**src/sv/cle_pkg.sv**
```systemverilog
// cle_pkg: shared constants for the canonical line editor
// no dependencies; used by canonical_line_editor
`default_nettype none

package cle_pkg;

  localparam int unsigned LineMaxDefault = 256;

  localparam int unsigned ByteW  = 8;
  localparam int unsigned LimitW = 9;
  localparam int unsigned GroupW = 16;
  localparam int unsigned CfgW   = 16;
  localparam int unsigned CfgIdxW = 2;
  localparam int unsigned IndexW = 8;
  localparam int unsigned LengthW = 9;

  localparam logic [LimitW-1:0] LimitReset = 9'd256;
  localparam logic              CrlfReset  = 1'b1;
  localparam logic [GroupW-1:0] GroupReset = 16'd0;

  localparam logic [CfgIdxW-1:0] RegLineLimit = 2'd0;
  localparam logic [CfgIdxW-1:0] RegCrlf      = 2'd1;
  localparam logic [CfgIdxW-1:0] RegGroup     = 2'd2;

  localparam logic [ByteW-1:0] ChDel   = 8'h7F;
  localparam logic [ByteW-1:0] ChBs    = 8'h08;
  localparam logic [ByteW-1:0] ChSpace = 8'h20;
  localparam logic [ByteW-1:0] ChCr    = 8'h0D;
  localparam logic [ByteW-1:0] ChLf    = 8'h0A;
  localparam logic [ByteW-1:0] ChEof   = 8'h04;
  localparam logic [ByteW-1:0] ChIntr  = 8'h03;

endpackage

`default_nettype wire

```
**src/sv/canonical_line_editor.sv**
```systemverilog
// canonical_line_editor: line editing of received bytes with echo and buffer writes
// the accepted byte waits in the input byte register, then goes to the result registers once
// the sequencer is free; one byte per cycle for single-result bytes and one result per cycle,
// while out_ready_i holds; backspace sends BS, space, BS and cr/lf newline sends CR then LF
// reset: line count cleared, registers to their reset values, no item pending
// depends on cle_pkg
`default_nettype none

module canonical_line_editor #(
  parameter int unsigned LINE_MAX = cle_pkg::LineMaxDefault
) (
  input  wire                              clk_i,
  input  wire                              rst_ni,
  input  wire                              cfg_we_i,
  input  wire [cle_pkg::CfgIdxW-1:0]       cfg_idx_i,
  input  wire [cle_pkg::CfgW-1:0]          cfg_data_i,
  input  wire                              in_valid_i,
  output logic                             in_ready_o,
  input  wire [cle_pkg::ByteW-1:0]         rx_byte_i,
  output logic                             out_valid_o,
  input  wire                              out_ready_i,
  output logic                             echo_valid_o,
  output logic [cle_pkg::ByteW-1:0]        echo_byte_o,
  output logic                             store_valid_o,
  output logic [cle_pkg::IndexW-1:0]       store_index_o,
  output logic [cle_pkg::ByteW-1:0]        store_byte_o,
  output logic                             line_done_o,
  output logic [cle_pkg::LengthW-1:0]      line_length_o,
  output logic                             kill_request_o,
  output logic [cle_pkg::GroupW-1:0]       kill_group_o,
  output logic                             last_o
);

  localparam int unsigned CntW = $clog2(LINE_MAX + 1);
  localparam int unsigned CmpW = (CntW > cle_pkg::LimitW) ? CntW : cle_pkg::LimitW;
  localparam logic [CmpW-1:0] LineMaxC = CmpW'(LINE_MAX);

  typedef enum logic [2:0] {
    KBs, KNlCrlf, KNl, KEof, KIntr, KChar
  } kind_e;

  // configuration
  logic [cle_pkg::LimitW-1:0] limit_q;
  logic                       crlf_q;
  logic [cle_pkg::GroupW-1:0] group_q;

  always_ff @(posedge clk_i or negedge rst_ni) begin
    if (!rst_ni) begin
      limit_q <= cle_pkg::LimitReset;
      crlf_q  <= cle_pkg::CrlfReset;
      group_q <= cle_pkg::GroupReset;
    end else if (cfg_we_i) begin
      unique case (cfg_idx_i)
        cle_pkg::RegLineLimit: limit_q <= cfg_data_i[cle_pkg::LimitW-1:0];
        cle_pkg::RegCrlf:      crlf_q  <= cfg_data_i[0];
        cle_pkg::RegGroup:     group_q <= cfg_data_i[cle_pkg::GroupW-1:0];
        default: ;
      endcase
    end
  end

  // input byte register
  logic                      hold_q;
  logic [cle_pkg::ByteW-1:0] byte_q;
  logic                      seq_valid_q;
  logic [1:0]                phase_q;
  logic                      seq_free;
  logic                      in_acc;

  assign seq_free   = !seq_valid_q || (out_ready_i && last_o);
  assign in_ready_o = !hold_q || seq_free;
  assign in_acc     = in_valid_i && in_ready_o;

  // decode
  logic [CntW-1:0]           cnt_q, cnt_d, cnt_inc, cnt_dec;
  logic [cle_pkg::ByteW-1:0] ch;
  logic [CmpW-1:0]           lim_raw, lim_eff;
  logic                      at_limit;
  kind_e                     kind_d, kind_q;
  logic [CntW-1:0]           idx_d;
  logic [CntW-1:0]           len_d;
  logic                      done_d, emit_d;
  logic [cle_pkg::ByteW-1:0] ch_q;
  logic [cle_pkg::IndexW-1:0] idx_q;
  logic [cle_pkg::LengthW-1:0] len_q;
  logic                      done_q;
  logic [cle_pkg::GroupW-1:0] kgrp_q;

  assign ch       = (byte_q == cle_pkg::ChDel) ? cle_pkg::ChBs : byte_q;
  assign cnt_inc  = cnt_q + CntW'(1);
  assign cnt_dec  = cnt_q - CntW'(1);
  assign lim_raw  = CmpW'(limit_q);
  assign lim_eff  = (lim_raw == '0 || lim_raw > LineMaxC) ? LineMaxC : lim_raw;
  assign at_limit = CmpW'(cnt_inc) >= lim_eff;

  always_comb begin
    kind_d = KChar;
    idx_d  = cnt_q;
    len_d  = cnt_q;
    done_d = 1'b0;
    emit_d = 1'b1;
    cnt_d  = cnt_q;
    priority if (ch == cle_pkg::ChBs) begin
      kind_d = KBs;
      idx_d  = cnt_dec;
      emit_d = (cnt_q != '0);
      cnt_d  = (cnt_q != '0) ? cnt_dec : cnt_q;
    end else if (ch == cle_pkg::ChCr || ch == cle_pkg::ChLf) begin
      kind_d = crlf_q ? KNlCrlf : KNl;
      len_d  = cnt_inc;
      done_d = 1'b1;
      cnt_d  = '0;
    end else if (ch == cle_pkg::ChEof) begin
      kind_d = KEof;
      done_d = 1'b1;
      cnt_d  = '0;
    end else if (ch == cle_pkg::ChIntr) begin
      kind_d = KIntr;
      done_d = 1'b1;
      cnt_d  = '0;
    end else begin
      kind_d = KChar;
      len_d  = cnt_inc;
      done_d = at_limit;
      cnt_d  = at_limit ? '0 : cnt_inc;
    end
  end

  always_ff @(posedge clk_i or negedge rst_ni) begin
    if (!rst_ni) begin
      hold_q      <= 1'b0;
      seq_valid_q <= 1'b0;
      phase_q     <= 2'd0;
      cnt_q       <= '0;
    end else begin
      if (in_acc) begin
        hold_q <= 1'b1;
      end else if (seq_free) begin
        hold_q <= 1'b0;
      end
      if (seq_free) begin
        seq_valid_q <= hold_q && emit_d;
        phase_q     <= 2'd0;
        if (hold_q) begin
          cnt_q <= cnt_d;
        end
      end else if (out_ready_i) begin
        phase_q <= phase_q + 2'd1;
      end
    end
  end

  always_ff @(posedge clk_i) begin
    if (in_acc) begin
      byte_q <= rx_byte_i;
    end
    if (seq_free && hold_q) begin
      kind_q <= kind_d;
      ch_q   <= ch;
      idx_q  <= cle_pkg::IndexW'(idx_d);
      len_q  <= cle_pkg::LengthW'(len_d);
      done_q <= done_d;
      kgrp_q <= group_q;
    end
  end

  // result items
  always_comb begin
    echo_valid_o   = 1'b0;
    echo_byte_o    = '0;
    store_valid_o  = 1'b0;
    store_index_o  = '0;
    store_byte_o   = '0;
    line_done_o    = 1'b0;
    line_length_o  = '0;
    kill_request_o = 1'b0;
    kill_group_o   = '0;
    last_o         = 1'b1;
    unique case (kind_q)
      KBs: begin
        echo_valid_o = 1'b1;
        echo_byte_o  = cle_pkg::ChBs;
        last_o       = (phase_q == 2'd2);
        if (phase_q == 2'd1) begin
          echo_byte_o   = cle_pkg::ChSpace;
          store_valid_o = 1'b1;
          store_index_o = idx_q;
          store_byte_o  = cle_pkg::ChSpace;
        end
      end
      KNlCrlf: begin
        echo_valid_o = 1'b1;
        if (phase_q == 2'd0) begin
          last_o        = 1'b0;
          echo_byte_o   = cle_pkg::ChCr;
          store_valid_o = 1'b1;
          store_index_o = idx_q;
          store_byte_o  = cle_pkg::ChLf;
        end else begin
          echo_byte_o   = cle_pkg::ChLf;
          line_done_o   = 1'b1;
          line_length_o = len_q;
        end
      end
      KNl: begin
        echo_valid_o  = 1'b1;
        echo_byte_o   = cle_pkg::ChLf;
        store_valid_o = 1'b1;
        store_index_o = idx_q;
        store_byte_o  = cle_pkg::ChLf;
        line_done_o   = 1'b1;
        line_length_o = len_q;
      end
      KEof: begin
        line_done_o   = 1'b1;
        line_length_o = len_q;
      end
      KIntr: begin
        line_done_o    = 1'b1;
        line_length_o  = len_q;
        kill_request_o = 1'b1;
        kill_group_o   = kgrp_q;
      end
      KChar: begin
        echo_valid_o  = 1'b1;
        echo_byte_o   = ch_q;
        store_valid_o = 1'b1;
        store_index_o = idx_q;
        store_byte_o  = ch_q;
        line_done_o   = done_q;
        line_length_o = done_q ? len_q : '0;
      end
      default: ;
    endcase
  end

  assign out_valid_o = seq_valid_q;

`ifndef ASSERT_OFF
  a_multi_item_continues: assert property (@(posedge clk_i) disable iff (!rst_ni)
    out_valid_o && out_ready_i && !last_o |=> out_valid_o)
    else $error("result sequence broken before its last item");

  a_done_is_last: assert property (@(posedge clk_i) disable iff (!rst_ni)
    out_valid_o && line_done_o |-> last_o)
    else $error("line end on a result that is not the last");

  a_kill_ends_line: assert property (@(posedge clk_i) disable iff (!rst_ni)
    out_valid_o && kill_request_o |-> line_done_o)
    else $error("kill request without line end");

  a_count_bound: assert property (@(posedge clk_i) disable iff (!rst_ni)
    CmpW'(cnt_q) < LineMaxC)
    else $error("line count reached the buffer size");
`endif

endmodule

`default_nettype wire
```
**config.mk**
```make
export PLATFORM = sky130hd
export DESIGN_NAME = canonical_line_editor
export DESIGN_NICKNAME = d
export VERILOG_FILES = /design/src/sv/cle_pkg.sv /design/src/sv/canonical_line_editor.sv
export SDC_FILE = /design/constraint.sdc
export NUM_CORES = 1
export LEC_CHECK = 0
export BUFFER_PORTS_ARGS = -buffer_cell sky130_fd_sc_hd__buf_2
export CORE_UTILIZATION = 55
export DETAILED_ROUTE_END_ITERATION = 7
export GPL_ROUTABILITY_DRIVEN = 1
export PLACE_DENSITY = 0.79
export SLEW_MARGIN = 20
export SYNTH_ARGS = -nofsm -noshare
export SYNTH_HDL_FRONTEND = slang
export SYNTH_SLANG_ARGS = --single-unit
```
**constraint.sdc**
```tcl
create_clock -name clk_i -period 4.85 [get_ports clk_i]
set_input_delay 0.7275 -clock clk_i [delete_from_list [all_inputs] [get_ports clk_i]]
set_output_delay 0.7275 -clock clk_i [all_outputs]
set_load 0.05 [all_outputs]
```
==> results of run 1 <==
[layout make-up]
type	instances	area share
clock buffers	11	0.0312
clock inverters	5	0.0108
inverters	16	0.0108
multi-input cells	302	0.383
flip-flops and latches	92	0.462
well taps	108	0.0243
repair buffers	87	0.0787
[cell families after synthesis]
kind of cell	synth area share
AND/OR/NAND/NOR	0.190
flip-flops	0.525
AO/OA/AOI/OAI	0.0940
buffers and inverters	0.0406
multiplexers	0.0638
XOR/XNOR	0.0465
adder cells (fa/ha/maj)	0.0409
[stage by stage]
stage,setup slack [ps],hold slack [ps],util,std cells,cell area (µm²)
after floorplan,1440,419,-,439,4900
after global placement,1550,425,0.615,605,5330
after detailed placement,1430,432,0.615,605,5330
after CTS,1400,452,0.642,621,5570
after global routing,932,450,0.642,621,5570
final,1340,449,0.642,621,5570
[synthesized netlist by cell type, types with 11 or more instances]
master	count	share of area
edfxtp_1	53	0.32
xnor2_1	18	0.032
mux2_2	26	0.060
nand3_1	11	0.011
a21oi_1	20	0.020
clkbuf_1	15	0.011
nand2b_1	13	0.017
nor3_1	12	0.012
nor2b_1	12	0.015
nand2_1	28	0.021
dfrtp_1	37	0.19
nor2_1	15	0.011
inv_1	15	0.011
o21ai_0	17	0.017
ha_1	16	0.041
and2_1	40	0.051
[sequential cells by signal, indices dropped and copies added, names as in the netlist]
register,cells
idx_q,8
kind_q,3
byte_q,8
cnt_q,9
len_q,9
group_q,16
kgrp_q,16
crlf_q,1
phase_q,2
hold_q,1
done_q,1
out_valid_o,1
ch_q,8
lim_raw,9
[where the power goes]
group,internal (µW),switching (µW),total [µW]
Sequential,1030,142,1170
Combinational,318,564,881
Clock,304,277,581
[metal layers]
| layer | GRT usage | routed length [µm] | vias up | share of wire |
|---|---|---|---|---|
| met5 | 0 | 0 | - | 0 |
| met4 | 0.0980 | 154 | 0 | 0.015 |
| met3 | 0.0407 | 597 | 11 | 0.060 |
| met2 | 0.411 | 5010 | 126 | 0.50 |
| met1 | 0.295 | 4250 | 1700 | 0.42 |
| li1 | - | - | 1697 | - |
[worst register-to-register path, stage by stage (launching register included)]
cell	delay (ps)
dfrtp_1	590
nand3_1	240
inv_1	100
nand3_1	190
nor2_1	200
xnor2_1	150
inv_1	60
ha_1	320
a21oi_1	130
nand2_1	70
a221o_1	340
a21oi_1	600
nand2_1	160
o311ai_1	260
[worst max path at each step]
stage                     startpoint                to  slack, ps  cells after the start
final                       cnt_q[2]          cnt_q[7]       1340                     13
after global routing        cnt_q[2]          cnt_q[8]        930                     13
after CTS                   cnt_q[2]          cnt_q[7]       1400                     13
after detailed placement    cnt_q[2]          cnt_q[7]       1430                     13
after global placement      cnt_q[2]          cnt_q[7]       1550                     13
after floorplan           phase_q[1]  store_index_o[0]       1440                      5
==> run_results.csv, run 1 <==
group,metric,value,unit
logic_synthesis,synthCells,439,
worst_setup_path,crit_fanout,12,
timing,hold_viol,0,
timing,fmax,285,MHz
flow_run,max_cap_violations,0,
timing,max-slew-margin-rel,0.301,
cells_and_area,nets,555,
cells_and_area,fillCellCount,702,
logic_synthesis,avgSynthCellArea,11.2,µm²
power,powerDensity,473,nW/µm²
die,die_y,96.4,µm
timing,skew,12.0,ps
routing,dr.pass1.iters,6,
timing,setup_viol,0,
worst_setup_path,worstRegToRegCells,13,
routing,routed_via_density,5.69,
cells_and_area,multi_input_area,2130,µm²
power,p_leak,0.00240,µW
timing,period_share,0.723,
cts,cts_setup_buffers,0,
global_route,first_global_vias,3388,
run_status,outcome,"complete, no violations",
hold_path,hold_depth,0,
logic_synthesis,ys_seq_area_frac,0.525,
worst_setup_path,cpPeakStageDelay,600,ps
logic_synthesis,ys_warn_count,0,
routing,ant_nets,0,
cts,cts_tree,"yes",
cells_and_area,final_common_cell,"buf_2",
worst_setup_path,rrSetupSlack,1340,ps
timing,period_minus_slack,3510,ps
die,coreArea,8680,µm²
worst_setup_path,start_kind,"flop",
cts,insertion_delay,360,ps
cells_and_area,regArea,2570,µm²
cells_and_area,final_cell_mix,"buf_2, edfxtp_1, and2_1",
worst_setup_path,cp.required,5110,ps
logic_synthesis,synth-edff-count,53,
logic_synthesis,postSynth.asyncResetShare,0.424,
routing,drt_wl_total,10.0,mm
die,die_w,96.4,µm
worst_setup_path,critPathBufInv,2,
timing,grt_setup_unrepaired,"no",
worst_setup_path,end_kind,"flop",
cts,cts-root-buf,"clkbuf_8",
cts,ctsResizeCount,0,
global_route,grt_max_degree,51,
cts,numCtsBuffers,9,
die,floorplan.initialDensity,0.565,
timing,tightest_slew,1050,ps
cts,clk_pin_slew,90,ps
cts,htreeDepth,3,
cts,cts.path.max_buffers,2,
placement,dp_hpwl,7.16,mm
global_route,antenna_found_initial,0,
placement,place.gp.congestion,0.861,
routing,drc,0,
logic_synthesis,syn_area,4900,µm²
placement,port-buffer-count,86,
logic_synthesis,yosysUniqueCellTypes,58,
hold_path,hp-start,"group_q[8]",
cts,cts_hold_buffers,0,
routing,wl_per_cell,16.1,µm
global_route,grt_pass1_wl,16.3,mm
routing,drt_iter0_drc,213,
worst_setup_path,cp_data_arrival_time,3770,ps
logic_synthesis,synth_flop_cell,"edfxtp_1",
die,boundaryPins,87,
worst_setup_path,path_class,"flop to flop",
logic_synthesis,synth_seq_cells,92,
cells_and_area,drive_gt1_frac,0.279,
cells_and_area,n_antenna_cell,0,
power,power.total,2630,µW
hold_path,hold_end,"kgrp_q[8]",
cts,cts_sinks,92,
worst_setup_path,path_cells,"nand3_1 -> inv_1 -> nand3_1 -> nor2_1 -> xnor2_1 -> inv_1 -> ha_1 -> a21oi_1 -> nand2_1 -> a221o_1 -> a21oi_1 -> nand2_1 -> o311ai_1",
global_route,grt_use_total,0.237,
die,dieArea,9290,µm²
timing,slew_viol_final,0,
die,fp-row-count,34,
power,ir_worst_vdd,0.000273,V
worst_setup_path,r2r-end,"cnt_q[7]",
worst_setup_path,r2r_start,"cnt_q[2]",
hold_path,hold_path.class,"flop to flop",
routing,vias,3534,
worst_setup_path,critPathTopFamily,"compound AO/OA/AOI/OAI gates",
worst_setup_path,slowest_stage,"a21oi_1",
global_route,grt-ovfl-total,0,
cells_and_area,area_delta_synth_final,13.6,%
timing,setup-tns-final,0,ps
logic_synthesis,mappedNetlistNets,486,
Power figures use the tool's default switching activity.
==> inputs of run 2 (changes only) <==
- CORE_UTILIZATION: 55 -> 51
- PLACE_DENSITY: 0.79 -> 0.77
- clock period: 4.85 -> 3.2 ns (I/O delays scaled with it)
==> run 2 against run 1 <==
Critical path depth down 2. Sequential share of layout area down 0.73 points. Sequential cell count unchanged. Hold slack worse by 210 ps. Register-to-register slack worse by 1200 ps. Clock skew down 3.5 ps. Sequential power up 47%. Final cell count up 5.0%. Non-clock buffer count up 10. Clock-buffer cell count down 2.
==> run_results.csv, run 2 (same netlist as run 1, synthesis figures left out) <==
group,metric,value,unit
run_status,outcome,"complete, no violations",
timing,max-slew-margin-rel,0.392,
cts,cts.path.max_buffers,2,
die,die_w,100,µm
routing,dr.max_layer_used,"met4",
worst_setup_path,crit_end,"cnt_q[7]",
die,die_y,100,µm
routing,vias,3570,
placement,pre_cts_slack,220,ps
cells_and_area,final_common_cell,"buf_2",
routing,wl_met2,4.86,mm
flow_run,max_cap_violations,0,
worst_setup_path,path_class,"flop to flop",
cells_and_area,top_regs,"group_q x16, kgrp_q x16",
worst_setup_path,rrSetupSlack,160,ps
global_route,grt_max_degree,40,
power,p_switching,1520,µW
global_route,grt_use_total,0.220,
worst_setup_path,cp_data_arrival_time,3300,ps
placement,place.gp.congestion,0.946,
routing,drt_wl_total,10.0,mm
hold_path,hold_path.class,"input pin to async pin",
routing,routed_via_density,5.48,
placement,dp_hpwl,7.42,mm
power,ir_worst_vdd,0.000470,V
timing,period_minus_slack,3040,ps
cts,insertion_delay,360,ps
cts,cts_tree,"yes",
cells_and_area,final_cell_mix,"buf_2, edfxtp_1, and2_1",
routing,wl_per_cell,15.4,µm
routing,drt_iter0_drc,294,
worst_setup_path,start_kind,"flop",
cts,cts_setup_buffers,0,
global_route,antenna_found_initial,0,
timing,hold_viol,0,
worst_setup_path,end_kind,"flop",
die,dieArea,10000,µm²
cells_and_area,drive_gt1_frac,0.298,
cts,numCtsBuffers,9,
die,coreArea,9280,µm²
global_route,grt_pass1_wl,16.9,mm
routing,met3_length,537,µm
die,fp-row-count,35,
cells_and_area,area_delta_synth_final,15.6,%
worst_setup_path,cp.required,3460,ps
cells_and_area,nets,565,
routing,drc,0,
cts,clk_pin_slew,90,ps
timing,fmax,328,MHz
power,seqPwrFrac,0.425,
timing,layout_setup_ws,155,ps
worst_setup_path,r2r_start,"cnt_q[1]",
power,sw_frac_of_total,0.375,
global_route,grt-ovfl-total,0,
placement,port-buffer-count,86,
cts,cts_hold_buffers,0,
cts,cts-root-buf,"clkbuf_8",
worst_setup_path,worstRegToRegCells,11,
cts,htreeDepth,3,
worst_setup_path,cp-startpoint,"cnt_q[1]",
placement,dp.cells,636,
cts,cts_sinks,92,
power,p_leak,0.00244,µW
cells_and_area,layoutNonFillerInstCount,652,
timing,period_share,0.951,
worst_setup_path,r2r-end,"cnt_q[7]",
cells_and_area,fillCellCount,824,
routing,dr.pass1.iters,5,
timing,slew_viol_final,0,
power,pwr-share-clk,0.214,
power,powerDensity,716,nW/µm²
power,comb_power_share,0.361,
routing,ant_nets,0,
timing,skew,8.45,ps
worst_setup_path,crit_fanout,8,
die,boundaryPins,87,
global_route,first_global_vias,3482,
timing,tightest_slew,912,ps
cells_and_area,n_antenna_cell,0,
timing,setup_viol,0,
power,intPower,2530,µW
die,floorplan.initialDensity,0.528,
routing,routedLengthMet1,4.47,mm
[run 2: critical path, cell delays in order (launching register included)]
cell and delay, ps:
dfrtp_2 460, ha_1 300, and3_1 210, and3_1 280, nand3_1 180, xnor2_1 180
ha_1 310, a221o_1 320, a21oi_1 150, buf_4 190, nand2_1 80, o311ai_1 290
[run 2: layer usage]
| metal | global-route usage | vias up |
|---|---|---|
| met5 | 0 | - |
| met4 | 0.0847 | 0 |
| met3 | 0.0404 | 14 |
| met2 | 0.362 | 125 |
| met1 | 0.292 | 1714 |
| li1 | - | 1717 |
[run 2: area by class of cell]
type | instances | area (µm²) | area share
Timing Repair Buffer | 97 | 513 | 0.0906
Tap cell | 129 | 161 | 0.0285
Inverter | 16 | 60.1 | 0.0106
Clock buffer | 9 | 124 | 0.0219
Clock inverter | 7 | 96.3 | 0.0170
Multi-Input combinational cell | 302 | 2140 | 0.377
Sequential cell | 92 | 2570 | 0.454
[run 2: repair_timing]
item,CTS,global route
resized for setup,0,3
setup endpoints to repair,0,7
endpoints found under the hold margin,0,0
[run 2: stage by stage]
step                TNS (ps)  area, µm²  utilization  total power (µW)  hold WS [ps]
finish                     0       5660        0.610              4050           236
CTS                        0       5660        0.609              4060           255
detailed placement         0       5440        0.585              3190           428
floorplan                  0       4900            -              2800           184
global placement           0       5440        0.585              3150           425
global route           -9.80       5660        0.610              4290           269
[run 2: power by group through the flow]
stage / Clock, µW / Combinational [µW] / Sequential [µW]
6_report: 865 / 1460 / 1720
5_1_grt: 927 / 1600 / 1760
4_1_cts: 880 / 1460 / 1720
3_5_place_dp: 0 / 1450 / 1740
3_3_place_gp: 0 / 1430 / 1730
2_1_floorplan: 0 / 1140 / 1660
[run 2: worst min path at each step]
stage | startpoint | endpoint | slack, ps | cells past startpoint
after CTS | rst_ni | group_q[12] | 260 | 1
after detailed placement | group_q[13] | kgrp_q[13] | 430 | 0
after global placement | group_q[11] | kgrp_q[11] | 430 | 0
after global routing | rx_byte_i[0] | byte_q[0] | 270 | 1
final | rst_ni | group_q[14] | 240 | 1
after floorplan | rst_ni | cnt_q[0] | 180 | 0
